`src/cau_pkg.sv`:
```
// ============================================================================
// cau_pkg
// Shared widths, opcodes, pipeline word types and saturation helper for the
// complex arithmetic unit.
// ============================================================================
package cau_pkg;

  localparam int DATA_WIDTH = 32;
  localparam int FRAC_BITS  = 16;
  localparam int MODE_W     = 4;
  localparam int STATUS_W   = 2;
  localparam int PROD_W     = 2 * DATA_WIDTH;      // full product
  localparam int SUM_W      = PROD_W + 2;          // sum of two products, signed
  localparam int NUM_W      = PROD_W + FRAC_BITS;  // scaled dividend magnitude
  localparam int QUO_W      = DATA_WIDTH;          // quotient bits resolved by steps
  localparam int HI_W       = NUM_W - QUO_W;       // dividend bits used by precheck
  localparam int DIV_STAGES = QUO_W;

  localparam logic [DATA_WIDTH-1:0] DMAX = {1'b0, {(DATA_WIDTH-1){1'b1}}};
  localparam logic [DATA_WIDTH-1:0] DMIN = ~DMAX;

  typedef enum logic [MODE_W-1:0] {
    OP_ADD     = 4'd0,
    OP_SUB     = 4'd1,
    OP_MUL     = 4'd2,
    OP_SCALE   = 4'd3,
    OP_DIV     = 4'd4,
    OP_DIV_RE  = 4'd5,
    OP_NEG     = 4'd6,
    OP_CONJ    = 4'd7,
    OP_EQ      = 4'd8
  } op_e;

  typedef enum logic [STATUS_W-1:0] {
    ST_OK       = 2'd0,
    ST_DIV_ZERO = 2'd1,
    ST_SAT      = 2'd2
  } status_e;

  // operands plus all partial products
  typedef struct packed {
    logic [MODE_W-1:0]            mode;
    logic signed [DATA_WIDTH-1:0] ar;
    logic signed [DATA_WIDTH-1:0] ai;
    logic signed [DATA_WIDTH-1:0] br;
    logic signed [DATA_WIDTH-1:0] bi;
    logic signed [PROD_W-1:0]     p_arbr;
    logic signed [PROD_W-1:0]     p_aibi;
    logic signed [PROD_W-1:0]     p_aibr;
    logic signed [PROD_W-1:0]     p_arbi;
    logic signed [PROD_W-1:0]     p_brbr;
    logic signed [PROD_W-1:0]     p_bibi;
  } prod_t;

  // combined values, before saturation or division
  typedef struct packed {
    logic                     is_div;
    logic                     dz;
    logic                     eq;
    logic                     den_neg;
    logic signed [SUM_W-1:0]  raw_re;
    logic signed [SUM_W-1:0]  raw_im;
    logic [PROD_W-1:0]        den;
  } mix_t;

  // one divider lane
  typedef struct packed {
    logic [PROD_W-1:0] rem;
    logic [QUO_W-1:0]  lo;
    logic [QUO_W-1:0]  quo;
    logic              neg;
    logic              ovf;
  } lane_t;

  // word carried through the divider stages
  typedef struct packed {
    logic                  is_div;
    logic                  eq;
    logic [STATUS_W-1:0]   status;
    logic [DATA_WIDTH-1:0] res_re;
    logic [DATA_WIDTH-1:0] res_im;
    logic [PROD_W-1:0]     den;
    lane_t                 lane_re;
    lane_t                 lane_im;
  } pw_t;

  typedef struct packed {
    logic [DATA_WIDTH-1:0] val;
    logic                  ov;
  } sat_t;

  // clamp a wide signed value to the data range
  function automatic sat_t saturate(input logic signed [SUM_W-1:0] v);
    sat_t r;
    if ((v[SUM_W-1:DATA_WIDTH-1] == '0) || (v[SUM_W-1:DATA_WIDTH-1] == '1)) begin
      r.val = v[DATA_WIDTH-1:0];
      r.ov  = 1'b0;
    end else begin
      r.val = v[SUM_W-1] ? DMIN : DMAX;
      r.ov  = 1'b1;
    end
    return r;
  endfunction

endpackage

```
`src/cau_prep.sv`:
```
// ============================================================================
// cau_prep
// Third stage: saturates direct results; for division takes magnitudes,
// scales the dividend and checks whether the quotient needs more than QUO_W bits.
// ============================================================================
module cau_prep (
  input  logic           clk_i,
  input  logic           rst_ni,
  input  logic           en_i,
  input  logic           valid_i,
  input  cau_pkg::mix_t  word_i,
  output logic           valid_o,
  output cau_pkg::pw_t   word_o
);
  import cau_pkg::*;

  logic signed [SUM_W-1:0] mag_re, mag_im;
  logic [NUM_W-1:0]        num_re, num_im;
  logic [HI_W-1:0]         hi_re, hi_im;
  sat_t                    sat_re, sat_im;
  pw_t                     word_d, word_q;
  logic                    valid_q;

  // dividend magnitudes, scaled by the fraction
  always_comb begin
    mag_re = word_i.raw_re[SUM_W-1] ? -word_i.raw_re : word_i.raw_re;
    mag_im = word_i.raw_im[SUM_W-1] ? -word_i.raw_im : word_i.raw_im;
    num_re = {mag_re[PROD_W-1:0], {FRAC_BITS{1'b0}}};
    num_im = {mag_im[PROD_W-1:0], {FRAC_BITS{1'b0}}};
    hi_re  = num_re[NUM_W-1:QUO_W];
    hi_im  = num_im[NUM_W-1:QUO_W];
    sat_re = saturate(word_i.raw_re);
    sat_im = saturate(word_i.raw_im);
  end

  always_comb begin
    word_d.is_div = word_i.is_div;
    word_d.eq     = word_i.eq;
    word_d.res_re = sat_re.val;
    word_d.res_im = sat_im.val;
    word_d.den    = word_i.den;
    if (word_i.dz) begin
      word_d.status = ST_DIV_ZERO;
    end else if (sat_re.ov || sat_im.ov) begin
      word_d.status = ST_SAT;
    end else begin
      word_d.status = ST_OK;
    end
    // quotient of 2^QUO_W or more shows in the high dividend bits
    word_d.lane_re.rem = {{(PROD_W-HI_W){1'b0}}, hi_re};
    word_d.lane_re.lo  = num_re[QUO_W-1:0];
    word_d.lane_re.quo = '0;
    word_d.lane_re.neg = word_i.raw_re[SUM_W-1] ^ word_i.den_neg;
    word_d.lane_re.ovf = {{(PROD_W-HI_W){1'b0}}, hi_re} >= word_i.den;
    word_d.lane_im.rem = {{(PROD_W-HI_W){1'b0}}, hi_im};
    word_d.lane_im.lo  = num_im[QUO_W-1:0];
    word_d.lane_im.quo = '0;
    word_d.lane_im.neg = word_i.raw_im[SUM_W-1] ^ word_i.den_neg;
    word_d.lane_im.ovf = {{(PROD_W-HI_W){1'b0}}, hi_im} >= word_i.den;
  end

  always_ff @(posedge clk_i or negedge rst_ni) begin
    if (!rst_ni) begin
      valid_q <= 1'b0;
    end else if (en_i) begin
      valid_q <= valid_i;
    end
  end

  always_ff @(posedge clk_i) begin
    if (en_i) begin
      word_q <= word_d;
    end
  end

  assign valid_o = valid_q;
  assign word_o  = word_q;

endmodule

```
`config.mk`:
```
export PLATFORM = sky130hd
export DESIGN_NAME = cau_prep
export DESIGN_NICKNAME = d
export VERILOG_FILES = /design/src/cau_pkg.sv /design/src/cau_prep.sv
export SDC_FILE = /design/constraint.sdc
export NUM_CORES = 1
export LEC_CHECK = 0
export BUFFER_PORTS_ARGS = -buffer_cell sky130_fd_sc_hd__buf_2
export CAP_MARGIN = 20
export CORE_AREA = 3 3 233 235
export CTS_BUF_LIST = sky130_fd_sc_hd__clkbuf_16
export CTS_CLUSTER_DIAMETER = 60
export DETAILED_ROUTE_END_ITERATION = 10
export DIE_AREA = 0 0 236 238
export GPL_TIMING_DRIVEN = 0
export HOLD_SLACK_MARGIN = 0.1
export PLACE_DENSITY = 0.58
export SYNTH_ARGS = -nofsm -noshare
export SYNTH_HDL_FRONTEND = slang
export SYNTH_SLANG_ARGS = --single-unit
```
`constraint.sdc`:
```
create_clock -name clk_i -period 0.8 [get_ports clk_i]
set_input_delay 0.12 -clock clk_i [delete_from_list [all_inputs] [get_ports clk_i]]
set_output_delay 0.12 -clock clk_i [all_outputs]
set_load 0.03 [all_outputs]
```
# Yosys cells after proc, flatten, opt, wreduce, memory -nomap -nowiden
# Index checks and enable logic that the tools add are counted.
[totals]
register_bits = 265
in_bits = 204
out_inout_bits = 393
[classes]
n_addsub = 2
magnitude_cmp = 2
n_eq_ne = 2
mux = 7
n_bitwise = 2
n_reduce_logical = 5
[ops]
columns = ["operator", "n"]
rows = [
  ["$ge 48x64->1", 2],
  ["$mux 64", 2],
  ["$neg 64->64", 2],
  ["$eq 35x35->1 const B", 2],
  ["$logic_not 35->1", 2],
  ["$mux 33", 2],
  ["$mux 32", 2],
  ["$logic_or 1x1->1", 3],
  ["$mux 2", 1],
  ["$xor 1x1->1", 2],
]

# Longest topological paths before layout
[depth]
ltp_word = 5
ltp_mapped = 15
mapped_depth_nobuf = 15

# Worst setup path before layout
# OpenSTA, ideal clock, no wires.
[synth_timing]
path_kind = "input port to flip-flop"
from = "input port word_i[143] (netlist name)"
to = "register word_q, in the netlist word_o[130], data pin"
arrival_ns = 3.534
required_ns = 0.531
slack_ns = -3.003
cell_stages = 14
path_buffers = 2
path_cell_list = "or4_1 -> or3_1 -> or3_1 -> buf_2 -> or4_4 -> buf_6 -> o31ai_2 -> xnor2_1 -> ha_1 -> a21oi_1 -> nand2_1 -> a221o_1 -> a211oi_1 -> a21oi_1"
[synth_rtl]
columns = ["element", "line_no", "rtl"]
rows = [
  ["from (decl)", "cau_prep.sv:11", "input cau_pkg::mix_t word_i,"],
  ["to (signal assigned)", "cau_prep.sv:72", "word_q <= word_d;"],
  ["to (decl)", "cau_prep.sv:21", "pw_t word_d, word_q;"],
]

==> flow_summary_export.csv <==
group,metric,value,unit
status,status,"finished, violations left",
global_route,first_global_vias,13100,
timing,fin_setup_tns,-327.43,ns
worst_setup_path,cp_num_buf_inv,4,
synthesis,synth_compound_gate_area_share,0.114,
worst_setup_path,worstPathCellList,"buf_8 -> or4_4 -> or3_4 -> or4_4 -> buf_12 -> buf_4 -> buf_6 -> nand2b_4 -> o41ai_4 -> xnor2_2 -> ha_1 -> nand4_1 -> nor2_1 -> a221o_1 -> a211oi_1 -> a21oi_2",
drt,drc_errors,0,
drt,drt-initial-drc-count,847,
clock_network,cts-root-buf,"clkbuf_16",
synthesis,ys.flop_type,"edfxtp_1",
synthesis,ys_ff_latch,265,
die,start_util,0.279,
placed_design,post-place-ws,-4.41,ns
synthesis,syn_inst,1213,
synthesis,synth_edf_count,264,
worst_setup_path,critPathArrivalTime,4.04,ns
status,violations,"hold timing, setup timing",
synthesis,netlist_area,14700,um^2
power,peakVddDrop,1030,uV
synthesis,synthMuxAreaShare,0.000769,
clock_network,htree_levels,2,
power,total_power,44.2,mW
cells_and_area,final_area,25000,um^2
cells_and_area,areaGrowthSynthToFinish,70.9,%
clock_network,clkSinkCount,265,
clock_network,cts_inserted_buffers,34,
synthesis,yosysTopAreaCell,"edfxtp_1",
drt,vias_per_cell,4.70,
timing,hold_ws,-0.0679,ns
placed_design,place_congestion,0.878,
run,drv_cap,0,
synthesis,synthSimpleGateAreaFrac,0.0869,
die,row_count,84,
worst_setup_path,slowest_stage,"or4_4",
timing,setup_slack,-2.96,ns
timing,relSlewSlack,0.131,
timing,rsz0062_at_grt,"true",
global_route,grt_overflow,0,
worst_setup_path,worst_setup_path_start_kind,"primary input",
worst_setup_path,crit_type,"in2reg",
power,power_density,1770,nW/um^2
global_route,grt_pass1_wl,83.8,mm
synthesis,yosysWarnings,0,
synthesis,synthAdderAreaFrac,0.0837,
die,core,52400,um^2
drt,ant_nets,0,
hold_path,min_from,"word_i[131]",
hold_path,min_to,"word_o[357]$_DFFE_PP_",
die,die_w,236,um
die,die-area,56200,um^2
timing,fmax,0.266,GHz
power,leakagePower,11.0,nW
cells_and_area,layout-drive-gt1-share,0.517,
worst_setup_path,worst_path_dominant_cell_family,"simple AND/OR/NAND/NOR gates",
die,die_y,238,um
synthesis,synthTopCellsByArea,"edfxtp_1 54%, ha_1 8.4%, xnor2_1 7.2%",
drt,drt_first_pass_iters,5,
timing,period_needed,3.76,ns
synthesis,async_reset_ff_frac,0.00377,
timing,finalCritPeriodShare,4.70,
drt,vias,13200,
worst_setup_path,regToRegEndpoint,"valid_o$_DFFE_PN0P_",
worst_setup_path,slowest_delay,0.57,ns
global_route,track_usage,0.197,
placed_design,port_buffers,467,
clock_network,insertion_delay,0.52,ns
hold_path,hold_path.class,"in2reg",
placed_design,hpwl,44.6,mm
clock_network,clk_pin_slew,0.06,ns
clock_network,cts_buffer_depth,3,
hold_path,min_delay_path_depth,2,
timing,slew_violations,0,
synthesis,netlist.area_leader.share,0.541,
die,io_pins,597,
worst_setup_path,r2r_cells,1,
drt,wl_per_cell,21.5,um
timing,finalHoldViolCount,17,
placed_design,dpl-instance-area,19400,um^2
worst_setup_path,worst_setup_path_end_kind,"flip-flop",
clock_network,cts_tree,"yes",
timing,worst_slew_pin_slew,1.30,ns
synthesis,avgSynthCellArea,12.1,um^2
timing,finalClockSkew,0,ns
global_route,antenna_found_initial,11,
global_route,grt_max_degree,119,
synthesis,synth-seq-area-share,0.543,
worst_setup_path,timing.rr.start,"valid_o$_DFFE_PN0P_",
worst_setup_path,required,1.08,ns
synthesis,synth-xor-area-share,0.0753,
synthesis,ys_types,51,
worst_setup_path,crit_fanout,5,
drt,wl,60.4,mm
worst_setup_path,cpMostUsedCell,"or4_4",
synthesis,synth_top_family_by_area,"compound AO/OA/AOI/OAI gates",
worst_setup_path,r2r_setup_slack,0.04,ns
cells_and_area,nets,2399,
timing,setup_viol,633,
==> area by class of cell <==
class | instances | area, um^2
sequential | 265 | 7950
clock inverter | 22 | 195
multi-input combinational | 832 | 8300
tap | 688 | 861
antenna | 7 | 17.5
buffer | 159 | 1380
clock buffer | 35 | 876
timing repair buffer | 723 | 5090
inverter | 82 | 355
fill | 4601 | 27400
==> state kept, by name, summed over array words and instances (netlist names) <==
signal,flops
word_o,264
valid_o,1
==> worst max path at each step <==
stage	from	to	slack (ns)	depth (start not counted)
after floorplan	word_i[143]	word_o[130]$_DFFE_PP_	-2.94	14
after global placement	word_i[141]	word_o[130]$_DFFE_PP_	-4.71	15
after detailed placement	word_i[65]	word_o[0]$_DFFE_PP_	-4.41	16
after CTS	word_i[134]	word_o[130]$_DFFE_PP_	-3.05	16
after global routing	word_i[139]	word_o[130]$_DFFE_PP_	-3.10	15
final	word_i[139]	word_o[130]$_DFFE_PP_	-2.96	16
==> stage by stage <==
stage                      util  instances
after floorplan               -       1340
after global placement    0.368       2495
after detailed placement  0.369       2498
after CTS                 0.438       2725
after global routing      0.477       2812
final                     0.477       2813
==> what timing repair did <==
item | 4_1_cts | 5_1_grt
pin swaps | 42 | 116
endpoints found under the setup margin | 624 | 644
endpoints found under the hold margin | 294 | 108
buffers inserted | 33 | 78
gates cloned | 6 | 3
resized for setup | 165 | 244
hold buffers | 133 | 2
==> cell usage in the layout (no fill, tap or decap), drive strengths merged, types with 40 or more instances in the layout <==
cell | synthesis | layout
conb | 1 | 128
nand2 | 58 | 58
o31ai | 40 | 40
inv | 82 | 83
a21o | 41 | 41
dlygate4sd3 | 0 | 135
a21oi | 68 | 68
edfxtp | 264 | 264
xnor2 | 121 | 121
clkbuf | 25 | 56
ha | 98 | 98
buf | 136 | 726
o21ai | 51 | 51
==> where the power goes <==
| part | internal [mW] | switching [mW] | total, mW |
|---|---|---|---|
| logic | 4.32 | 7.73 | 12.0 |
| registers | 16.8 | 0.371 | 17.2 |
| clock network | 8.90 | 6.10 | 15.0 |
==> logic make-up after synthesis <==
| logic type | after synthesis |
|---|---|
| compound gates | 249 |
| flops | 265 |
| xor+xnor | 126 |
| simple gates | 230 |
| mux | 1 |
| fa+ha+maj | 98 |
| buf+inv | 243 |
| other cells | 1 |
==> synthesized netlist by cell type, drive strengths merged, types with 3 or more instances <==
library cell  instances
edfxtp              264
buf                 136
xnor2               121
ha                   98
inv                  82
a21oi                68
nand2                58
o21ai                51
a21o                 41
o31ai                40
nand4                32
or4                  28
clkbuf               25
o41ai                23
nor4                 22
nand3                20
nor2                 19
or3                  16
nor3                 12
or2                   8
a211oi                5
xor2                  5
a31oi                 4
and4                  4
nand2b                4
a221oi                3
nor2b                 3
o311ai                3
==> layer usage <==
metal	track usage	up-vias	share of wire
li1	-	6098	-
met1	0.247	6387	0.40
met2	0.342	637	0.50
met3	0.0409	107	0.072
met4	0.0621	4	0.034
met5	0	-	0.00045
Note: power is estimated with default switching activity, not from simulation.
