## src/cau_pkg.sv

```systemverilog
// ============================================================================
// cau_pkg
// Shared widths, opcodes, pipeline word types and saturation helper for the
// complex arithmetic unit.
// ============================================================================
package cau_pkg;

  localparam int DATA_WIDTH = 32;
  localparam int FRAC_BITS  = 16;
  localparam int MODE_W     = 4;
  localparam int STATUS_W   = 2;
  localparam int PROD_W     = 2 * DATA_WIDTH;      // full product
  localparam int SUM_W      = PROD_W + 2;          // sum of two products, signed
  localparam int NUM_W      = PROD_W + FRAC_BITS;  // scaled dividend magnitude
  localparam int QUO_W      = DATA_WIDTH;          // quotient bits resolved by steps
  localparam int HI_W       = NUM_W - QUO_W;       // dividend bits used by precheck
  localparam int DIV_STAGES = QUO_W;

  localparam logic [DATA_WIDTH-1:0] DMAX = {1'b0, {(DATA_WIDTH-1){1'b1}}};
  localparam logic [DATA_WIDTH-1:0] DMIN = ~DMAX;

  typedef enum logic [MODE_W-1:0] {
    OP_ADD     = 4'd0,
    OP_SUB     = 4'd1,
    OP_MUL     = 4'd2,
    OP_SCALE   = 4'd3,
    OP_DIV     = 4'd4,
    OP_DIV_RE  = 4'd5,
    OP_NEG     = 4'd6,
    OP_CONJ    = 4'd7,
    OP_EQ      = 4'd8
  } op_e;

  typedef enum logic [STATUS_W-1:0] {
    ST_OK       = 2'd0,
    ST_DIV_ZERO = 2'd1,
    ST_SAT      = 2'd2
  } status_e;

  // operands plus all partial products
  typedef struct packed {
    logic [MODE_W-1:0]            mode;
    logic signed [DATA_WIDTH-1:0] ar;
    logic signed [DATA_WIDTH-1:0] ai;
    logic signed [DATA_WIDTH-1:0] br;
    logic signed [DATA_WIDTH-1:0] bi;
    logic signed [PROD_W-1:0]     p_arbr;
    logic signed [PROD_W-1:0]     p_aibi;
    logic signed [PROD_W-1:0]     p_aibr;
    logic signed [PROD_W-1:0]     p_arbi;
    logic signed [PROD_W-1:0]     p_brbr;
    logic signed [PROD_W-1:0]     p_bibi;
  } prod_t;

  // combined values, before saturation or division
  typedef struct packed {
    logic                     is_div;
    logic                     dz;
    logic                     eq;
    logic                     den_neg;
    logic signed [SUM_W-1:0]  raw_re;
    logic signed [SUM_W-1:0]  raw_im;
    logic [PROD_W-1:0]        den;
  } mix_t;

  // one divider lane
  typedef struct packed {
    logic [PROD_W-1:0] rem;
    logic [QUO_W-1:0]  lo;
    logic [QUO_W-1:0]  quo;
    logic              neg;
    logic              ovf;
  } lane_t;

  // word carried through the divider stages
  typedef struct packed {
    logic                  is_div;
    logic                  eq;
    logic [STATUS_W-1:0]   status;
    logic [DATA_WIDTH-1:0] res_re;
    logic [DATA_WIDTH-1:0] res_im;
    logic [PROD_W-1:0]     den;
    lane_t                 lane_re;
    lane_t                 lane_im;
  } pw_t;

  typedef struct packed {
    logic [DATA_WIDTH-1:0] val;
    logic                  ov;
  } sat_t;

  // clamp a wide signed value to the data range
  function automatic sat_t saturate(input logic signed [SUM_W-1:0] v);
    sat_t r;
    if ((v[SUM_W-1:DATA_WIDTH-1] == '0) || (v[SUM_W-1:DATA_WIDTH-1] == '1)) begin
      r.val = v[DATA_WIDTH-1:0];
      r.ov  = 1'b0;
    end else begin
      r.val = v[SUM_W-1] ? DMIN : DMAX;
      r.ov  = 1'b1;
    end
    return r;
  endfunction

endpackage

```

## src/cau_div_step.sv

```systemverilog
// ============================================================================
// cau_div_step
// One restoring division stage: resolves one quotient bit in each lane.
// ============================================================================
module cau_div_step (
  input  logic          clk_i,
  input  logic          rst_ni,
  input  logic          en_i,
  input  logic          valid_i,
  input  cau_pkg::pw_t  word_i,
  output logic          valid_o,
  output cau_pkg::pw_t  word_o
);
  import cau_pkg::*;

  pw_t  word_d, word_q;
  logic valid_q;

  function automatic lane_t step(input lane_t l, input logic [PROD_W-1:0] den);
    logic [PROD_W:0] t;
    logic [PROD_W:0] diff;
    logic            ge;
    lane_t           r;
    t      = {l.rem, l.lo[QUO_W-1]};
    diff   = t - {1'b0, den};
    ge     = t >= {1'b0, den};
    r      = l;
    r.rem  = ge ? diff[PROD_W-1:0] : t[PROD_W-1:0];
    r.lo   = {l.lo[QUO_W-2:0], 1'b0};
    r.quo  = {l.quo[QUO_W-2:0], ge};
    return r;
  endfunction

  // both lanes share the divisor
  always_comb begin
    word_d         = word_i;
    word_d.lane_re = step(word_i.lane_re, word_i.den);
    word_d.lane_im = step(word_i.lane_im, word_i.den);
  end

  always_ff @(posedge clk_i or negedge rst_ni) begin
    if (!rst_ni) begin
      valid_q <= 1'b0;
    end else if (en_i) begin
      valid_q <= valid_i;
    end
  end

  always_ff @(posedge clk_i) begin
    if (en_i) begin
      word_q <= word_d;
    end
  end

  assign valid_o = valid_q;
  assign word_o  = word_q;

endmodule

```

## config.mk

```make
export PLATFORM = sky130hd
export DESIGN_NAME = cau_div_step
export DESIGN_NICKNAME = d
export VERILOG_FILES = /design/src/cau_pkg.sv /design/src/cau_div_step.sv
export SDC_FILE = /design/constraint.sdc
export NUM_CORES = 1
export LEC_CHECK = 0
export ABC_AREA = 1
export CORE_AREA = 2 2 307 309
export CTS_BUF_LIST = sky130_fd_sc_hd__clkbuf_4 sky130_fd_sc_hd__clkbuf_8 sky130_fd_sc_hd__clkbuf_16
export CTS_CLUSTER_DIAMETER = 30
export DETAILED_ROUTE_END_ITERATION = 10
export DIE_AREA = 0 0 309 311
export DONT_BUFFER_PORTS = 1
export PLACE_DENSITY = 0.48
export SLEW_MARGIN = 15
export SYNTH_ARGS = -nofsm -noshare
export SYNTH_HDL_FRONTEND = slang
export SYNTH_SLANG_ARGS = --single-unit
```

## constraint.sdc

```tcl
create_clock -name clk_i -period 0.95 [get_ports clk_i]
set_input_delay 0.095 -clock clk_i [delete_from_list [all_inputs] [get_ports clk_i]]
set_output_delay 0.095 -clock clk_i [all_outputs]
set_load 0.05 [all_outputs]
```

# Yosys cells after proc, flatten, opt, wreduce, memory -nomap -nowiden
# Cells that the tools add are included.
[totals]
reg_bits = 391
latchBits = 0
ram_bits = 0
mem_bits_ro = 0
input_bits = 396
out_inout_bits = 393
elab_cells = 23
mem_count = 0
[op_classes]
n_addsub = 2
n_mul = 0
n_div = 0
magnitude_cmp = 2
eq_ne = 0
shift = 0
n_mux = 2
bitwise_logic = 0
reduce_logical = 0
[ops]
columns = ["cell", "count"]
rows = [
  ["greater-or-equal comparator 65 x 64 -> 1 bit", 2],
  ["two-way mux 64 bit", 2],
  ["subtractor 64 bit", 2],
]

# Longest topological paths before layout
# Gate-level depths: netlist of run 1.
[logic_depth]
ltp_word = 2
depth_mapped = 19
depth_no_buf = 17

# Least setup slack after synthesis of run 1
# No wires, ideal clock.
[synth_timing]
path_type = "input-to-reg"
startpoint = "input word_i[311] in the netlist's numbering"
endpoint = "register word_q, in the netlist word_o[88], data pin"
setup_ns = 0.253
t_arrival_ns = 1.700
required_ns = 0.697
setup_slack_ns = -1.002
cell_stages = 14
path_buffers = 2
cell_sequence = "inv_1 > ha_1 > nand2_1 > inv_1 > a21oi_1 > nor2_1 > o21ai_1 > nand3_2 > nor2_4 > nand2_4 > buf_12 > buf_12 > nand2_1 > nand2_1"
[synth_rtl]
columns = ["element", "line", "rtl"]
rows = [
  ["start, declared", "cau_div_step.sv:10", "input cau_pkg::pw_t word_i,"],
  ["end signal, assigned", "cau_div_step.sv:51", "word_q <= word_d;"],
  ["end, declared", "cau_div_step.sv:16", "pw_t word_d, word_q;"],
]

==> metrics.txt, run 1 <==
share of the synthesized area in the top cell type between 40% and 50%; Nets around 5,500; relative slew slack -60.4%; share of layout cells above drive strength 1 a little under a third; htree depth 3; fill count roughly 8,800; flip-flop and latch area 11,700 sq um; core area 92,800 sq um; arrival time at the worst endpoint approximately 2.1 ns; GPL Wtd Cong approximately 0.96; IO Pins 789; gr usage total 28.8%; DRT Wirelength approximately 140,000 microns; Iter 0 DRT Violations 2,089; pin count of the biggest net entering global routing between 300 and 400; final worst slack -0.710 ns; minimum clock period 1.66 ns; EDFF count, synth just under 400; most instantiated library cell after synthesis nand2_1; DP Area roughly 36,000 sq um; Initial Util ~28%; top cells by count, synth nand2_1 (1,344), inv_1 (695), edfxtp_1 (390); First-pass DRT Iterations 6; site row count 112; post-route cell area about 46,000 sq um; Clock Latency Late Sink roughly 0.70 ns; failing checks negative hold slack, max-slew violations, negative setup slack; Synth Instances around 3,400; initial antenna violation count 13; Layout area overhead 78.8%; Final Hold Violating Endpoints just over 100; Max-Cap Viols 0; Startpoint Class input port; Async S/R FF share, synth less than 1%; drt drc 0; root buffer cell clkbuf_16; final setup fails 733; crit share post-route 175%; Synth area leader edfxtp_1; Num Clock Sinks slightly below 400; crit path max fanout 7; Cell Area, Synth approximately 26,000 sq um; RSZ-0062 raised after global routing yes; TNS Setup -324.67 ns; switching power ~30 mW; chip height just over 300 microns; kind of end point of the critical path flip-flop; Critical Path RT about 1.4 ns; TritonCTS Buffers 110; FMAX ~600 MHz; Setup CP Type in -> reg; Post-Layout Cell Count between 6,000 and 7,000; Synth warnings 0; global route overflow 0; Multi-input gate area approximately 13,000 sq um; first-pass GRT wire length ~200,000 microns; TritonCTS clock tree built; Combinational Power Share around 30%; Least-Margin Pin Slew 2.41 ns; placed cell count 5,627; WL per Instance between 20 and 25 microns; Hold Slack -0.491 ns; post-DP HPWL roughly 110,000 microns; Die Area between 90,000 and 100,000 sq um; vias after detailed routing between 20,000 and 30,000; run status finished with violations; Vias/cell ~4.5; P_int roughly 57 mW; Hold Path Class in -> reg; skew final 0 ns; fin. max-slew vios between 200 and 250; clock network power share between 40 and 50%; Clk pin slew, worst setup/hold paths 0.05 ns; dpl ws -1.62 ns; P per Cell Area 1870 nW/um^2; Leak around 23 nW; sequential share of power about a quarter; Switching Share roughly 34%; Cell variety after synth 38; Port Buf Inserts 0; register area share after synthesis a little under half; peak supply drop ~0.0019 V; top_reg_cell synth edfxtp_1; top cells by area, synth edfxtp_1 (45%), nand2_1 (20%), inv_1 (10%), ha_1 (6.2%), nand3_1 (5.6%); vias in the first global route 28,900; CTS max path bufs 3; Mean Syn Cell Area roughly 7.5 sq um; DRT antenna net count 0; #FFs+latches synth 391; Die X between 300 and 400 microns
==> stage by stage <==
stage | utilization, % | total power [mW]
after floorplan | - | 35.3
after global placement | 38.3 | 45.4
after detailed placement | 38.3 | 45.4
after CTS | 48.7 | 86.2
after global routing | 49.8 | 89.5
final | 49.8 | 86.4
==> power groups by stage <==
stage,clock (mW),combinational [mW],sequential (mW)
2_1_floorplan,0,7.03,28.3
3_3_place_gp,0,23.0,22.4
3_5_place_dp,0,23.0,22.4
4_1_cts,38.6,25.5,22.1
5_1_grt,39.5,27.6,22.3
6_report,38.1,26.1,22.2
==> worst paths after layout <==
| check | cells after the start | to | from | slack (ns) |
|---|---|---|---|---|
| max | 16 | word_o[254] | word_i[310] | -0.71 |
| min | 0 | word_o[313] | en_i | -0.49 |
| max reg2reg | 1 | valid_o | valid_o | 0.18 |
| min reg2reg | 1 | valid_o | valid_o | 0.52 |
| max in group asynchronous | 2 | valid_o | rst_ni | 0.68 |
| min in group asynchronous | 2 | valid_o | rst_ni | 0.15 |
==> worst max-delay path: stages <==
cell       delay (ns)
inv_1            0.09
buf_4            0.16
ha_4             0.21
nand2_1          0.08
nand2_2          0.08
a21oi_4          0.19
nor2_2           0.06
o21ai_1          0.14
buf_4            0.14
nand3_2          0.09
nor2_4           0.16
nand2_4          0.10
buf_4            0.16
clkbuf_16        0.17
nand3_2          0.09
nand2_1          0.06
==> repair_timing <==
item | CTS | global route
gates resized for setup | 197 | 96
endpoints found under the hold margin | 780 | 459
pin swaps | 11 | 15
gates cloned | 1 | 2
setup buffers | 7 | 11
setup endpoints to repair | 521 | 521
hold buffers | 486 | 30
==> cell usage in the layout (no fill, tap or decap), types with 9 or more instances in the layout <==
cell type      synthesis  final
nand2_1             1344   1269
buf_4                  5    884
inv_1                695    665
dlygate4sd3_1          0    516
edfxtp_1             390    390
nand3_1              288    257
nor2_1               195    143
clkbuf_16              0    112
nand2_2               32    100
a21oi_1               90     80
nor2_2                22     68
ha_4                   0     65
buf_12                 4     61
xor2_1                60     60
ha_1                 128     59
clkinvlp_4             0     45
buf_6                  4     41
nand3_2                5     34
nand3b_1              26     26
clkinv_4               0     22
nand4_1               21     21
inv_2                 16     19
nor3_1                22     19
clkinv_1               1     17
bufinv_16              0     13
nor2_4                 6     12
o21ai_0               14     12
clkinv_2               0     11
inv_6                  0     11
nor4_1                11     10
nand2_4                3      9
==> state kept, by name, indices dropped and copies added (netlist names) <==
signal and flops:
valid_o 1, word_o 390
==> layer usage <==
layer	wire length (microns)	vias to the layer above	track usage, %	part of all wire [%]
li1	-	14000	-	-
met1	57000	13500	34.0	40
met2	69100	1030	49.5	48
met3	9750	242	6.49	6.8
met4	7340	2	12.8	5.1
met5	13	-	0	0.0091
==> kinds of logic (layout without fill, tap and decap cells) <==
kind of cell / Yosys count / after routing / synth area share (%)
AND/OR/NAND/NOR: 1991 / 1991 / 32.2
buffers and inverters: 753 / 2428 / 11.5
flip-flops: 391 / 391 / 45.4
adder cells (fa/ha/maj): 130 / 130 / 6.36
AO/OA/AOI/OAI: 115 / 115 / 2.33
XOR/XNOR: 62 / 62 / 2.10
other: 1 / 10 / 0.0145
multiplexers: 1 / 1 / 0.0436
==> final cells by class <==
type / instances / share of cell area [%]
antenna: 8 / 0.0434
clock buffer: 113 / 6.01
clock inverter: 97 / 2.38
inverter: 712 / 6.01
multi-input combinational: 2301 / 27.3
sequential: 391 / 25.4
tap: 1254 / 3.40
timing repair buffer: 1506 / 29.4
No activity file was read; power rests on OpenSTA's default activity.
==> run 2: changes to the inputs <==
SETUP_SLACK_MARGIN = 0.5   (was not set)
==> run 2 against run 1 <==
The run still ends with negative hold slack, max-slew violations, negative setup slack left. Largest power group unchanged. Highest routed layer unchanged. Die area is the same. Core utilization shrank 1.8 points. Non-clock buffer count shrank 171. Critical path type unchanged. Critical endpoint is now word_o[115]. Hold slack gained 0.012 ns.
==> metrics.txt, run 2 (synthesized netlist as in run 1, its figures left out) <==
crit path max fanout 8 (was 7); Max-Cap Viols 0 (unchanged); Largest register FFs 390 (unchanged); TritonCTS Buffers 110 (unchanged); commonest non-fill, non-tap cell in the layout nand2_1 (unchanged); slowest cell on the critical path ha_1 (was ha_4); Overall Power 85.6 mW (was 86.4 mW); Critical Path RT 1.38 ns (was 1.39 ns); DRT Wirelength 139,000 microns (was 143,000 microns); Least-Margin Pin Slew 2.23 ns (was 2.41 ns); fin. max-slew vios 198 (was 232); Leak 22.0 nW (was 22.7 nW); vias in the first global route 28,000 (was 28,900); initial antenna violation count 12 (was 13); chip height 311 microns (unchanged); Startpoint Class input port (unchanged); Layout area overhead 72.3% (was 78.8%); global route overflow 0 (unchanged); post-route cell area 44,500 sq um (was 46,200 sq um); Switching Share 34.4% (was 34.5%); DP Area 35,600 sq um (unchanged); skew final 0 ns (unchanged); arrival time at the worst endpoint 2.10 ns (about the same); P_int 56.1 mW (was 56.6 mW); Iter 0 DRT Violations 2,013 (was 2,089); Num Clock Sinks 391 (unchanged); post-DP HPWL 111,000 microns (unchanged); RSZ-0062 raised after global routing yes (unchanged); gr usage total 28.0% (was 28.8%); Setup CP Type in -> reg (unchanged); final worst slack -0.722 ns (was -0.710 ns); sequential share of power 25.9% (was 25.7%); First-pass DRT Iterations 5 (was 6); commonest cells after routing, fill and taps aside nand2_1 (1,261), buf_4 (892), inv_1 (667), edfxtp_1 (390), dlygate4sd3_1 (349) (was nand2_1 (1,269), buf_4 (884), inv_1 (665), dlygate4sd3_1 (516), edfxtp_1 (390)); Final Hold Violating Endpoints 126 (was 102); Combinational Power Share 29.7% (was 30.2%); IO Pins 789 (unchanged); Hold Slack -0.479 ns (was -0.491 ns); first-pass GRT wire length 192,000 microns (was 198,000 microns); TNS Setup -292.66 ns (was -324.67 ns); Port Buf Inserts 0 (unchanged); peak supply drop 0.00173 V (was 0.00192 V); Initial Util 27.8% (unchanged); run status finished with violations (unchanged); TritonCTS clock tree built (unchanged); switching power 29.5 mW (was 29.8 mW); WP buf/inv 4 (was 5); drt drc 0 (unchanged); share of layout cells above drive strength 1 31.7% (was 30.3%); failing checks negative hold slack, max-slew violations, negative setup slack (unchanged); core area 92,800 sq um (unchanged); Post-Layout Cell Count 6,211 (was 6,382); Largest stage delay, worst path 0.33 ns (was 0.21 ns); CP Cell Sequence inv_1 > ha_1 > nand2_1 > nor2_1 > a21oi_1 > buf_4 > nand3_2 > nor2_4 > nand2_8 > buf_12 > buf_4 > nand3_1 > nand2_1 (was inv_1 > buf_4 > ha_4 > nand2_1 > nand2_2 > a21oi_4 > nor2_2 > o21ai_1 > buf_4 > nand3_2 > nor2_4 > nand2_4 > buf_4 > clkbuf_16 > nand3_2 > nand2_1); Clock Latency Late Sink 0.69 ns (was 0.70 ns); final setup fails 693 (was 733); pin count of the biggest net entering global routing 392 (unchanged); root buffer cell clkbuf_16 (unchanged); minimum clock period 1.67 ns (was 1.66 ns); DRT antenna net count 0 (unchanged); crit-path leading delay family simple AND/OR/NAND/NOR gates (was buffers and inverters); P per Cell Area 1920 nW/um^2 (was 1870 nW/um^2); Clk pin slew, worst setup/hold paths 0.04 ns (was 0.05 ns); kind of end point of the critical path flip-flop (unchanged); GPL Wtd Cong 0.960 (unchanged); placed cell count 5,627 (unchanged); Nets 5,377 (was 5,548); htree depth 3 (unchanged); CTS max path bufs 3 (unchanged); vias after detailed routing 27,900 (was 28,700); crit share post-route 176% (was 175%); Die Area 96,100 sq um (unchanged); FMAX 598 MHz (was 603 MHz); site row count 112 (unchanged); relative slew slack -48.5% (was -60.4%); Vias/cell 4.49 (was 4.50); WL per Instance 22.4 microns (about the same); Hold Path Class in -> reg (unchanged); clock network power share 44.4% (was 44.1%); Die X 309 microns (unchanged)
[run 2: area by class of cell]
class / count / area, sq um
Clock inverter: 97 / 1100
Timing Repair Buffer: 1335 / 11800
Tap cell: 1254 / 1570
Sequential cell: 391 / 11700
Multi-Input combinational cell: 2301 / 12700
Antenna cell: 8 / 20.0
Inverter: 712 / 2760
Clock buffer: 113 / 2780
Fill cell: 9049 / 48300
[run 2: worst paths after layout]
path,start,to,slack [ns],depth (start not counted)
min in group asynchronous,rst_ni,valid_o,0.14,2
max reg2reg,valid_o,valid_o,0.18,1
max in group asynchronous,rst_ni,valid_o,0.69,2
min reg2reg,valid_o,valid_o,0.52,1
min,word_i[260],word_o[260],-0.48,0
max,word_i[323],word_o[115],-0.72,13
[run 2: power by group through the flow]
| stage | Sequential (mW) | Clock, mW | Combinational (mW) |
|---|---|---|---|
| 4_1_cts | 22.1 | 38.6 | 25.0 |
| 5_1_grt | 22.3 | 39.5 | 27.0 |
| 2_1_floorplan | 28.3 | 0 | 7.03 |
| 3_5_place_dp | 22.4 | 0 | 23.0 |
| 6_report | 22.2 | 38.0 | 25.4 |
| 3_3_place_gp | 22.4 | 0 | 23.0 |
[run 2: what timing repair did]
item / CTS / global route
hold buffers: 325 / 24
endpoints found under the hold margin: 780 / 478
gates cloned: 1 / 1
buffers inserted: 7 / 8
resized for setup: 195 / 107
endpoints found under the setup margin: 522 / 522
pin swaps: 12 / 17
[run 2: through the flow]
stage	util, %	setup slack [ns]
2_1_floorplan	-	-0.959
3_3_place_gp	38.3	-1.60
3_5_place_dp	38.3	-1.62
4_1_cts	47.0	-0.646
5_1_grt	47.9	-0.767
6_report	48.0	-0.722
[run 2: layer usage]
metal  up-vias  global-route usage (%)  wire length (microns)
li1      13600                       -                      -
met1     13000                    33.2                  55000
met2      1003                    48.1                  67300
met3       215                    6.74                  10200
met4         6                    11.7                   6410
met5         -                       0                     45
