`src/cau_pkg.sv`:
```
// ============================================================================
// cau_pkg
// Shared widths, opcodes, pipeline word types and saturation helper for the
// complex arithmetic unit.
// ============================================================================
package cau_pkg;

  localparam int DATA_WIDTH = 32;
  localparam int FRAC_BITS  = 16;
  localparam int MODE_W     = 4;
  localparam int STATUS_W   = 2;
  localparam int PROD_W     = 2 * DATA_WIDTH;      // full product
  localparam int SUM_W      = PROD_W + 2;          // sum of two products, signed
  localparam int NUM_W      = PROD_W + FRAC_BITS;  // scaled dividend magnitude
  localparam int QUO_W      = DATA_WIDTH;          // quotient bits resolved by steps
  localparam int HI_W       = NUM_W - QUO_W;       // dividend bits used by precheck
  localparam int DIV_STAGES = QUO_W;

  localparam logic [DATA_WIDTH-1:0] DMAX = {1'b0, {(DATA_WIDTH-1){1'b1}}};
  localparam logic [DATA_WIDTH-1:0] DMIN = ~DMAX;

  typedef enum logic [MODE_W-1:0] {
    OP_ADD     = 4'd0,
    OP_SUB     = 4'd1,
    OP_MUL     = 4'd2,
    OP_SCALE   = 4'd3,
    OP_DIV     = 4'd4,
    OP_DIV_RE  = 4'd5,
    OP_NEG     = 4'd6,
    OP_CONJ    = 4'd7,
    OP_EQ      = 4'd8
  } op_e;

  typedef enum logic [STATUS_W-1:0] {
    ST_OK       = 2'd0,
    ST_DIV_ZERO = 2'd1,
    ST_SAT      = 2'd2
  } status_e;

  // operands plus all partial products
  typedef struct packed {
    logic [MODE_W-1:0]            mode;
    logic signed [DATA_WIDTH-1:0] ar;
    logic signed [DATA_WIDTH-1:0] ai;
    logic signed [DATA_WIDTH-1:0] br;
    logic signed [DATA_WIDTH-1:0] bi;
    logic signed [PROD_W-1:0]     p_arbr;
    logic signed [PROD_W-1:0]     p_aibi;
    logic signed [PROD_W-1:0]     p_aibr;
    logic signed [PROD_W-1:0]     p_arbi;
    logic signed [PROD_W-1:0]     p_brbr;
    logic signed [PROD_W-1:0]     p_bibi;
  } prod_t;

  // combined values, before saturation or division
  typedef struct packed {
    logic                     is_div;
    logic                     dz;
    logic                     eq;
    logic                     den_neg;
    logic signed [SUM_W-1:0]  raw_re;
    logic signed [SUM_W-1:0]  raw_im;
    logic [PROD_W-1:0]        den;
  } mix_t;

  // one divider lane
  typedef struct packed {
    logic [PROD_W-1:0] rem;
    logic [QUO_W-1:0]  lo;
    logic [QUO_W-1:0]  quo;
    logic              neg;
    logic              ovf;
  } lane_t;

  // word carried through the divider stages
  typedef struct packed {
    logic                  is_div;
    logic                  eq;
    logic [STATUS_W-1:0]   status;
    logic [DATA_WIDTH-1:0] res_re;
    logic [DATA_WIDTH-1:0] res_im;
    logic [PROD_W-1:0]     den;
    lane_t                 lane_re;
    lane_t                 lane_im;
  } pw_t;

  typedef struct packed {
    logic [DATA_WIDTH-1:0] val;
    logic                  ov;
  } sat_t;

  // clamp a wide signed value to the data range
  function automatic sat_t saturate(input logic signed [SUM_W-1:0] v);
    sat_t r;
    if ((v[SUM_W-1:DATA_WIDTH-1] == '0) || (v[SUM_W-1:DATA_WIDTH-1] == '1)) begin
      r.val = v[DATA_WIDTH-1:0];
      r.ov  = 1'b0;
    end else begin
      r.val = v[SUM_W-1] ? DMIN : DMAX;
      r.ov  = 1'b1;
    end
    return r;
  endfunction

endpackage

```
`src/cau_finish.sv`:
```
// ============================================================================
// cau_finish
// Last stage: signs and saturates quotients, sets status, holds the output
// word for the receiver.
// ============================================================================
module cau_finish (
  input  logic                              clk_i,
  input  logic                              rst_ni,
  input  logic                              en_i,
  input  logic                              valid_i,
  input  cau_pkg::pw_t                      word_i,
  output logic                              valid_o,
  output logic [cau_pkg::DATA_WIDTH-1:0]    res_re_o,
  output logic [cau_pkg::DATA_WIDTH-1:0]    res_im_o,
  output logic                              is_equal_o,
  output logic [cau_pkg::STATUS_W-1:0]      status_o
);
  import cau_pkg::*;

  sat_t                  q_re, q_im;
  logic [DATA_WIDTH-1:0] res_re_d, res_im_d, res_re_q, res_im_q;
  logic [STATUS_W-1:0]   status_d, status_q;
  logic                  eq_q, valid_q;

  function automatic sat_t quo_out(input lane_t l);
    sat_t r;
    if (l.ovf) begin
      r.val = l.neg ? DMIN : DMAX;
      r.ov  = 1'b1;
    end else if (l.neg) begin
      // magnitude up to the most negative value fits
      if (l.quo[QUO_W-1] && (l.quo[QUO_W-2:0] != '0)) begin
        r.val = DMIN;
        r.ov  = 1'b1;
      end else begin
        r.val = -l.quo;
        r.ov  = 1'b0;
      end
    end else if (l.quo[QUO_W-1]) begin
      r.val = DMAX;
      r.ov  = 1'b1;
    end else begin
      r.val = l.quo;
      r.ov  = 1'b0;
    end
    return r;
  endfunction

  always_comb begin
    q_re = quo_out(word_i.lane_re);
    q_im = quo_out(word_i.lane_im);
    if (word_i.is_div) begin
      res_re_d = q_re.val;
      res_im_d = q_im.val;
      status_d = (q_re.ov || q_im.ov) ? ST_SAT : ST_OK;
    end else begin
      res_re_d = word_i.res_re;
      res_im_d = word_i.res_im;
      status_d = word_i.status;
    end
  end

  always_ff @(posedge clk_i or negedge rst_ni) begin
    if (!rst_ni) begin
      valid_q <= 1'b0;
    end else if (en_i) begin
      valid_q <= valid_i;
    end
  end

  always_ff @(posedge clk_i) begin
    if (en_i) begin
      res_re_q <= res_re_d;
      res_im_q <= res_im_d;
      status_q <= status_d;
      eq_q     <= word_i.eq;
    end
  end

  assign valid_o    = valid_q;
  assign res_re_o   = res_re_q;
  assign res_im_o   = res_im_q;
  assign is_equal_o = eq_q;
  assign status_o   = status_q;

endmodule

```
`config.mk`:
```
export PLATFORM = sky130hd
export DESIGN_NAME = cau_finish
export DESIGN_NICKNAME = d
export VERILOG_FILES = /design/src/cau_pkg.sv /design/src/cau_finish.sv
export SDC_FILE = /design/constraint.sdc
export NUM_CORES = 1
export LEC_CHECK = 0
export BUFFER_PORTS_ARGS = -buffer_cell sky130_fd_sc_hd__buf_4
export CAP_MARGIN = 20
export CELL_PAD_IN_SITES_DETAIL_PLACEMENT = 2
export CELL_PAD_IN_SITES_GLOBAL_PLACEMENT = 2
export CORE_AREA = 2 2 181 183
export CTS_BUF_LIST = sky130_fd_sc_hd__clkbuf_8
export CTS_CLUSTER_SIZE = 10
export DETAILED_ROUTE_END_ITERATION = 8
export DIE_AREA = 0 0 183 185
export PLACE_DENSITY_LB_ADDON = 0.12
export SLEW_MARGIN = 20
export SYNTH_ARGS = -nofsm -noshare
export SYNTH_HDL_FRONTEND = slang
export SYNTH_SLANG_ARGS = --single-unit
```
`constraint.sdc`:
```
create_clock -name clk_i -period 1 [get_ports clk_i]
set_input_delay 0.1 -clock clk_i [delete_from_list [all_inputs] [get_ports clk_i]]
set_output_delay 0.1 -clock clk_i [all_outputs]
set_load 0.03 [all_outputs]
```
# Word level (Yosys, flattened, before mapping)
# Index checks and enable logic that the tools add are counted.
dict set report totals {
  ff_bits 68
  output_inout_bits 68
  wordCells 26
}
dict set report classes {
  mux 14
  n_addsub 2
  n_reduce_logical 5
}
# operator n
set ops {}
lappend ops {{two-way mux 33 bit} 6}
lappend ops {{two-way mux 32 bit} 6}
lappend ops {{negator 32 bit} 2}
lappend ops {{nonzero test 31 bit} 2}
lappend ops {{two-way mux 2 bit} 2}
lappend ops {{logical AND 1 bit} 2}
lappend ops {{logical OR 1 bit} 1}

# Depth between registers and ports, before layout
# Gate-level depths: netlist (run 1).
dict set report depth {
  word_depth 8
  ltp_mapped 9
}

# Worst setup path before layout (run 1)
# Ideal clock, no wire load.
dict set report synth_path {
  path_kind {input-to-reg}
  start {input port word_i[16] (netlist name)}
  end {register res_im_q[25] (netlist: res_im_o[25]) (data pin)}
  path_slack_ns -1.145
  t_arrival_ns 1.889
  t_required_ns 0.744
  path_buffers 1
  stages 6
  setup_ns 0.256
  path_cell_list {buf_2 or4_4 or4_1 or4_1 a31oi_1 nor2_1}
}
dict set report synth_between {
  elab_chain_cells 6
  elab_cells_between_ends 7
  classes_between {1 x add/sub; 4 x mux; 2 x reduce/logical}
}
# element line
set synth_lines {}
lappend synth_lines {{start: declaration} cau_finish.sv:11} ;# input cau_pkg::pw_t word_i,
lappend synth_lines {{parallel branches: the longest is 2 deep, another holds negator 32 bit} --}
lappend synth_lines {{two-way mux 33 bit (*)} cau_finish.sv:32} ;# if (l.quo[QUO_W-1] && (l.quo[QUO_W-2:0] != '0)) begin
lappend synth_lines {{two-way mux 33 bit (*)} cau_finish.sv:30} ;# end else if (l.neg) begin
lappend synth_lines {{two-way mux 33 bit (*)} cau_finish.sv:27} ;# if (l.ovf) begin
lappend synth_lines {{two-way mux 32 bit (*)} cau_finish.sv:52} ;# if (word_i.is_div) begin
lappend synth_lines {{net res_im_d[25]} cau_finish.sv:21} ;# logic [DATA_WIDTH-1:0] res_re_d, res_im_d, res_re_q, res_im_q;
lappend synth_lines {{end signal: assignment} cau_finish.sv:74} ;# res_im_q <= res_im_d;
lappend synth_lines {{end: declaration} cau_finish.sv:21}
# Mark *: on every way through the listed nets, which the timed path passes.
# A chain may end at the register's enable or synchronous reset.

# Worst setup path after layout (run 1)
dict set report layout_path {
  start {input port word_i[160] (netlist name)}
  end {register res_re_q[21] (netlist: res_re_o[21]) (data pin)}
}
dict set report layout_between {
  elab_chain_cells 6
}
# element line
set layout_lines {}
lappend layout_lines {{nonzero test 31 bit} cau_finish.sv:32}
lappend layout_lines {{logical AND 1 bit} cau_finish.sv:32}
lappend layout_lines {{two-way mux 33 bit} cau_finish.sv:32}
lappend layout_lines {{two-way mux 33 bit} cau_finish.sv:30}
lappend layout_lines {{two-way mux 33 bit} cau_finish.sv:27}
lappend layout_lines {{two-way mux 32 bit} cau_finish.sv:52}
lappend layout_lines {{net res_re_d[21]} cau_finish.sv:21}
lappend layout_lines {{end signal: assignment} cau_finish.sv:73} ;# res_re_q <= res_re_d;
lappend layout_lines {{end: declaration} cau_finish.sv:21}
# The timed path passes the listed nets, and every way through them passes these cells.

==> flow_summary.toml, run 1 <==
[grt]
grt_start_max_net_pins = 37
grt_pass1_wl_um = 47820
grt_pass1_vias = 7999
grt_use_total_pct = 18.66
antenna_found_initial = 1
overflow = 0

[route]
wl_per_cell_um = 21.79
antenna_left = 0
via_per_inst = 4.807
finalWirelength_um = 32210
vias = 7105
drc = 0
drtIter0Drc = 315
drt_pass1_iterations = 8

[hold_path]
min_from = "word_i[355]"
worstHoldPathType = "in -> reg"
whs_endpoint = "res_im_o[31]$_DFFE_PP_"
holdPathStages = 3

[synthesis]
async_flop_share_pct = 1.471
synth_seq_cells = 68
synth_edf_count = 67
yosys_warnings = 0
syn-num-nets = 1031
synth_largest_area_cell = "edfxtp_1"
synthFlopType = "edfxtp_1"
yosysSeqAreaShare_pct = 38.23
yosysUniqueCellTypes = 73
synth_area_leaders = "edfxtp_1 (38%), nor2_1 (7.1%), o21ai_0 (6.9%), a21oi_1 (3.6%), a31oi_1 (3.4%)"
synth_cells = 633
syn-mean-instance-area_um2 = 8.416
synth_area_um2 = 5328
synth_top_area_share_pct = 37.76

[die]
design.core.area_um2 = 32040
die_h_um = 185
die_w_um = 183
num_rows = 66
start_util_pct = 16.63
die_area_um2 = 33860
io_pins = 464

[sta]
worst_pin_slew_ns = 0.5010
fmax_ghz = 0.5236
setup_ws_ns = -0.9098
holdWs_ns = 0.03541
hold_violations = 0
setup_violations = 133
relSlewSlack_pct = 66.29
skew_ns = 0
finalCritPeriodShare_pct = 191.0
post-route-min-period_ns = 1.910
slew_violations = 0
rsz0062_at_grt = "true"

[critical_path]
r2r_end = "valid_o$_DFFE_PN0P_"
r2r-start = "valid_o$_DFFE_PN0P_"
worstPathRequired_ns = 1.21
crit_fanout = 4
r2r_setup_slack_ns = 0.24
start_kind = "primary input"
rr_worst_depth = 1
critPathCaptureType = "flop"
cp.arrival_ns = 2.12
criticalPathCategory = "in -> reg"

[clocking]
cts_inserted_buffers = 9
h-tree-depth = 3
cts.path.max_buffers = 2
clock-sinks = 68
clk_pin_slew_ns = 0.10
root_buffer = "clkbuf_8"
cts_tree = "done"
clock_latency_ns = 0.37

[placement]
dp_hpwl_um = 24750
port_buffers = 207
numPlacedInstances = 1410
place_area_um2 = 9140
routabilityCongestion = 0.8320

[finish]
drive_gt1_share_pct = 54.82
area_growth_pct = 103.2
fin_area_um2 = 10820
layout_commonest_cell = "buf_4"
filler_cell_count = 3523
layout_common_cells = "buf_4 (322), buf_6 (113), nor2_1 (98), edfxtp_1 (67), o21ai_0 (65)"
final_nets = 1464
instances_no_fill = 1478

[power]
swShare_pct = 35.70
combPwrFrac_pct = 40.1
vdd_drop_max_v = 0.0006384
clkPwrFrac_pct = 24.1
power_density_nw_per_um2 = 941.2
power.net_switching_uw = 3637
p_int_uw = 6551
power_uw = 10190
leakage_uw = 0.004351
pwr-share-seq_pct = 35.8

[status]
run_status = "finished with violations"
failed_checks = "setup timing"

[run]
maxCapViolations = 0
-- worst max-delay path, stage by stage --
cell and delay (ns):
buf_8 0.10, or4_4 0.53, buf_4 0.15, buf_6 0.12, or3_4 0.33, or4_4 0.42
a211o_1 0.28, o2111ai_2 0.10
-- metrics by stage --
step | worst slack, ns | util [%] | setup TNS [ns]
floorplan | -1.081 | - | -53.76
detailed placement | -1.375 | 28.53 | -77.82
global route | -0.9230 | 33.77 | -55.84
CTS | -0.9191 | 32.63 | -52.15
global placement | -1.328 | 28.53 | -75.97
finish | -0.9098 | 33.78 | -50.03
-- final cells by class --
| class | count | area, µm² | area share, % |
|---|---|---|---|
| clock inverter | 5 | 46.29 | 0.4277 |
| multi-input combinational | 506 | 3829 | 35.37 |
| sequential | 68 | 2037 | 18.82 |
| tap | 408 | 510.5 | 4.716 |
| inverter | 14 | 85.08 | 0.7860 |
| clock buffer | 9 | 123.9 | 1.144 |
| timing repair buffer | 467 | 4190 | 38.71 |
| antenna | 1 | 2.502 | 0.02312 |
-- worst max path at each step --
stage	startpoint	end	slack, ns	cells past startpoint
6_report	word_i[160]	res_re_o[21]$_DFFE_PP_	-0.91	8
5_1_grt	word_i[160]	res_re_o[21]$_DFFE_PP_	-0.92	8
4_1_cts	word_i[160]	res_re_o[9]$_DFFE_PP_	-0.92	7
3_5_place_dp	word_i[160]	res_re_o[4]$_DFFE_PP_	-1.38	7
3_3_place_gp	word_i[160]	res_re_o[4]$_DFFE_PP_	-1.33	7
2_1_floorplan	word_i[16]	res_im_o[25]$_DFFE_PP_	-1.08	6
-- repair_timing --
item	in CTS	in global routing
buffers inserted	33	16
hold endpoints to repair	12	0
resized for setup	176	55
setup endpoints to repair	133	133
hold buffers	12	0
pin swaps	52	36
cloned	0	1
-- layer usage --
layer / up-vias / wire length (µm) / GRT usage [%] / part of all wire, %
met4: 0 / 554 / 5.024 / 1.7
met5: - / 0 / 0 / 0
met3: 34 / 1433 / 3.008 / 4.4
met2: 221 / 16300 / 33.48 / 51
li1: 3329 / - / - / -
met1: 3521 / 13930 / 23.13 / 43
-- cell usage after synthesis (all sizes together), types with 3 or more instances --
cell    instances
a41o            3
buf             6
xnor2           8
o21a            3
nand2          28
nand4          14
nand2b          3
or4            21
and2            3
a41oi           3
nor2          101
nor2b           3
clkbuf         39
o31ai          15
a21oi          38
nor3b           3
o211a           3
mux2            3
or3b            3
nor4           25
mux2i           3
nand3          12
o41ai           5
nand4b          4
or3            13
edfxtp         67
inv            14
xor2            7
o221a           3
o21ai          74
o22ai           3
a31oi          29
nand3b          9
nor3           23
o221ai          3
or2             4
-- sequential cells by signal (all words and copies together) (netlist names) --
register,cells
is_equal_o,1
res_im_o,32
res_re_o,32
status_o,2
valid_o,1
-- power groups by stage --
| stage | Clock (µW) | Sequential, µW | Combinational, µW |
|---|---|---|---|
| after global placement | 0 | 3650 | 3450 |
| after CTS | 2600 | 3650 | 3970 |
| after floorplan | 0 | 4200 | 889 |
| after detailed placement | 0 | 3660 | 3510 |
| after global routing | 2660 | 3670 | 4350 |
| final | 2460 | 3640 | 4090 |
-- cells by family (layout without fill, tap and decap cells) --
kind of cell | Yosys count | count (layout) | share of synthesized area (%)
AND/OR/NAND/NOR | 278 | 278 | 28.18
flip-flops | 68 | 68 | 38.23
XOR/XNOR | 15 | 15 | 2.466
buffers and inverters | 59 | 495 | 4.415
adder cells (fa/ha/maj) | 2 | 2 | 0.4696
other | 0 | 1 | 0
multiplexers | 6 | 6 | 1.198
AO/OA/AOI/OAI | 205 | 205 | 25.04
(Power assumes the default switching activity.)
==> run 2, diff against run 1 <==
--- a/config.mk
+++ b/config.mk
@@ -9,11 +9,11 @@
 export CAP_MARGIN = 20
 export CELL_PAD_IN_SITES_DETAIL_PLACEMENT = 2
 export CELL_PAD_IN_SITES_GLOBAL_PLACEMENT = 2
-export CORE_AREA = 2 2 181 183
+export CORE_UTILIZATION = 17
 export CTS_BUF_LIST = sky130_fd_sc_hd__clkbuf_8
-export CTS_CLUSTER_SIZE = 10
+export CTS_CLUSTER_SIZE = 40
 export DETAILED_ROUTE_END_ITERATION = 8
-export DIE_AREA = 0 0 183 185
+export HOLD_SLACK_MARGIN = 0.12
 export PLACE_DENSITY_LB_ADDON = 0.12
 export SLEW_MARGIN = 20
 export SYNTH_ARGS = -nofsm -noshare
==> constraint.sdc (replaced) <==
create_clock -name clk_i -period 1.53 [get_ports clk_i]
set_input_delay 0.153 -clock clk_i [delete_from_list [all_inputs] [get_ports clk_i]]
set_output_delay 0.153 -clock clk_i [all_outputs]
set_load 0.03 [all_outputs]
==> run 2 against run 1 <==
Effect of this change: the run ends with DRC, setup timing left; routed wire length rose by 0.73%; combinational power fell by 37%; critical endpoint is now res_re_o[15]$_DFFE_PP_; via count rose by 1.3%; die area fell by 5.3%; first-iteration DRC count fell by 6.3%; critical path type unchanged; worst hold slack improved by 0.10 ns; flip-flop and latch count did not move.
==> flow_summary.toml, run 2 (synthesis results as in run 1) <==
[route]
antenna_left = 0
via_per_inst = 4.793
vias = 7195
wl_per_cell_um = 21.62
finalWirelength_um = 32450
drtIter0Drc = 295
drt_pass1_iterations = 6
drc = 36

[clocking]
clock-sinks = 68
cts_tree = "done"
cts.path.max_buffers = 2
clk_pin_slew_ns = 0.09
h-tree-depth = 3
root_buffer = "clkbuf_8"
clock_latency_ns = 0.37
cts_inserted_buffers = 9

[sta]
setup_ws_ns = -0.4102
slew_violations = 0
hold_violations = 0
rsz0062_at_grt = "true"
finalCritPeriodShare_pct = 126.8
setup_violations = 63
relSlewSlack_pct = 60.07
worst_pin_slew_ns = 0.5935
fmax_ghz = 0.5154
post-route-min-period_ns = 1.940
skew_ns = 0
tns_ns = -14.78

[grt]
grt_start_max_net_pins = 37
grt_pass1_wl_um = 47640
antenna_found_initial = 1
overflow = 0
grt_use_total_pct = 19.96
grt_pass1_vias = 8010

[critical_path]
start_kind = "primary input"
criticalPathCategory = "in -> reg"
worstPathRequired_ns = 1.75
crit_fanout = 3
critPathCaptureType = "flop"
cp.arrival_ns = 2.16

[hold_path]
worstHoldPathType = "in -> reg"

[finish]
layout_commonest_cell = "buf_4"
area_growth_pct = 102.9
multi_input_area_um2 = 3864
seq_area_um2 = 2037
filler_cell_count = 3440
layout_common_cells = "buf_4 (413), nor2_1 (96), edfxtp_1 (67), o21ai_0 (64), buf_6 (43)"
final_nets = 1497
drive_gt1_share_pct = 55.62
instances_no_fill = 1501

[placement]
port_buffers = 207
dp_hpwl_um = 25120
routabilityCongestion = 0.8734
numPlacedInstances = 1409

[die]
die_h_um = 179.0
start_util_pct = 17.33
design.core.area_um2 = 30750
num_rows = 64
die_w_um = 179.0
io_pins = 464
die_area_um2 = 32050

[power]
leakage_uw = 0.004411
vdd_drop_max_v = 0.0002984
power_density_nw_per_um2 = 628.6

[run]
maxCapViolations = 0

[status]
run_status = "finished with violations"
failed_checks = "DRC, setup timing"
## run 2: cell types whose count changed in the layout (fill, tap and decap cells not counted), moves of 3 or more
cell / delta
nor4_1: -4
dlygate4sd3_1: +20
o31ai_2: +3
buf_4: +91
o31ai_1: -3
buf_6: -70
buf_12: -9
## run 2: routing by layer
layer / vias up / routed length (µm) / track usage [%]
met1: 3603 / 14590 / 25.59
met5: - / 0 / 0
li1: 3394 / - / -
met3: 25 / 1222 / 2.799
met4: 0 / 484 / 4.838
met2: 173 / 16150 / 34.91
## run 2: path summary, 6_finish.rpt
kind / start / endpoint / slack [ns] / depth (start not counted)
setup / recovery: word_i[160] / res_re_o[15]$_DFFE_PP_ / -0.41 / 7
hold / removal: word_i[354] / res_im_o[30]$_DFFE_PP_ / 0.13 / 3
setup reg to reg: valid_o$_DFFE_PN0P_ / valid_o$_DFFE_PN0P_ / 0.78 / 1
hold reg to reg: valid_o$_DFFE_PN0P_ / valid_o$_DFFE_PN0P_ / 0.52 / 1
max in group asynchronous: rst_ni / valid_o$_DFFE_PN0P_ / 0.81 / 3
min in group asynchronous: rst_ni / valid_o$_DFFE_PN0P_ / 0.62 / 3
## run 2: layout make-up
| cell class | instances | share of cell area (%) |
|---|---|---|
| Clock inverter | 6 | 0.8218 |
| Multi-Input combinational cell | 506 | 35.74 |
| Antenna cell | 1 | 0.02315 |
| Timing Repair Buffer | 500 | 37.93 |
| Sequential cell | 68 | 18.84 |
| Tap cell | 396 | 4.583 |
| Inverter | 14 | 0.7870 |
| Clock buffer | 10 | 1.273 |
## run 2: repair_timing
| action | CTS | global route |
|---|---|---|
| endpoints found under the setup margin | 64 | 65 |
| resized for setup | 104 | 60 |
| cloned | 1 | 0 |
| hold buffers | 31 | 1 |
| buffers inserted | 34 | 19 |
| hold endpoints to repair | 30 | 1 |
| pin swaps | 51 | 44 |
## run 2: power by group
group,switching (µW),internal [µW],total (µW),leakage (µW)
sequential,79.1,2270,2350,0.000668
clock,895,965,1860,0.000114
combinational,1400,1190,2580,0.00363
total,2370,4420,6790,0.00441
## run 2: per-stage QoR
stage	hold WS, ns	worst slack [ns]	total power, µW	instance area, µm²	util (%)
2_1_floorplan	-0.1426	-0.6035	3327	5637	-
3_3_place_gp	-0.07073	-0.8362	4628	9129	29.69
3_5_place_dp	-0.06938	-0.8532	4675	9129	29.69
4_1_cts	0.1226	-0.3820	6815	10430	33.92
5_1_grt	0.1314	-0.4558	7120	10810	35.16
6_report	0.1350	-0.4102	6795	10810	35.16
## run 2: critical path: stages
cell,delay (ns)
buf_8,0.10
or4_4,0.55
or4_4,0.45
o41ai_4,0.24
buf_4,0.18
or3b_1,0.34
a31oi_1,0.15
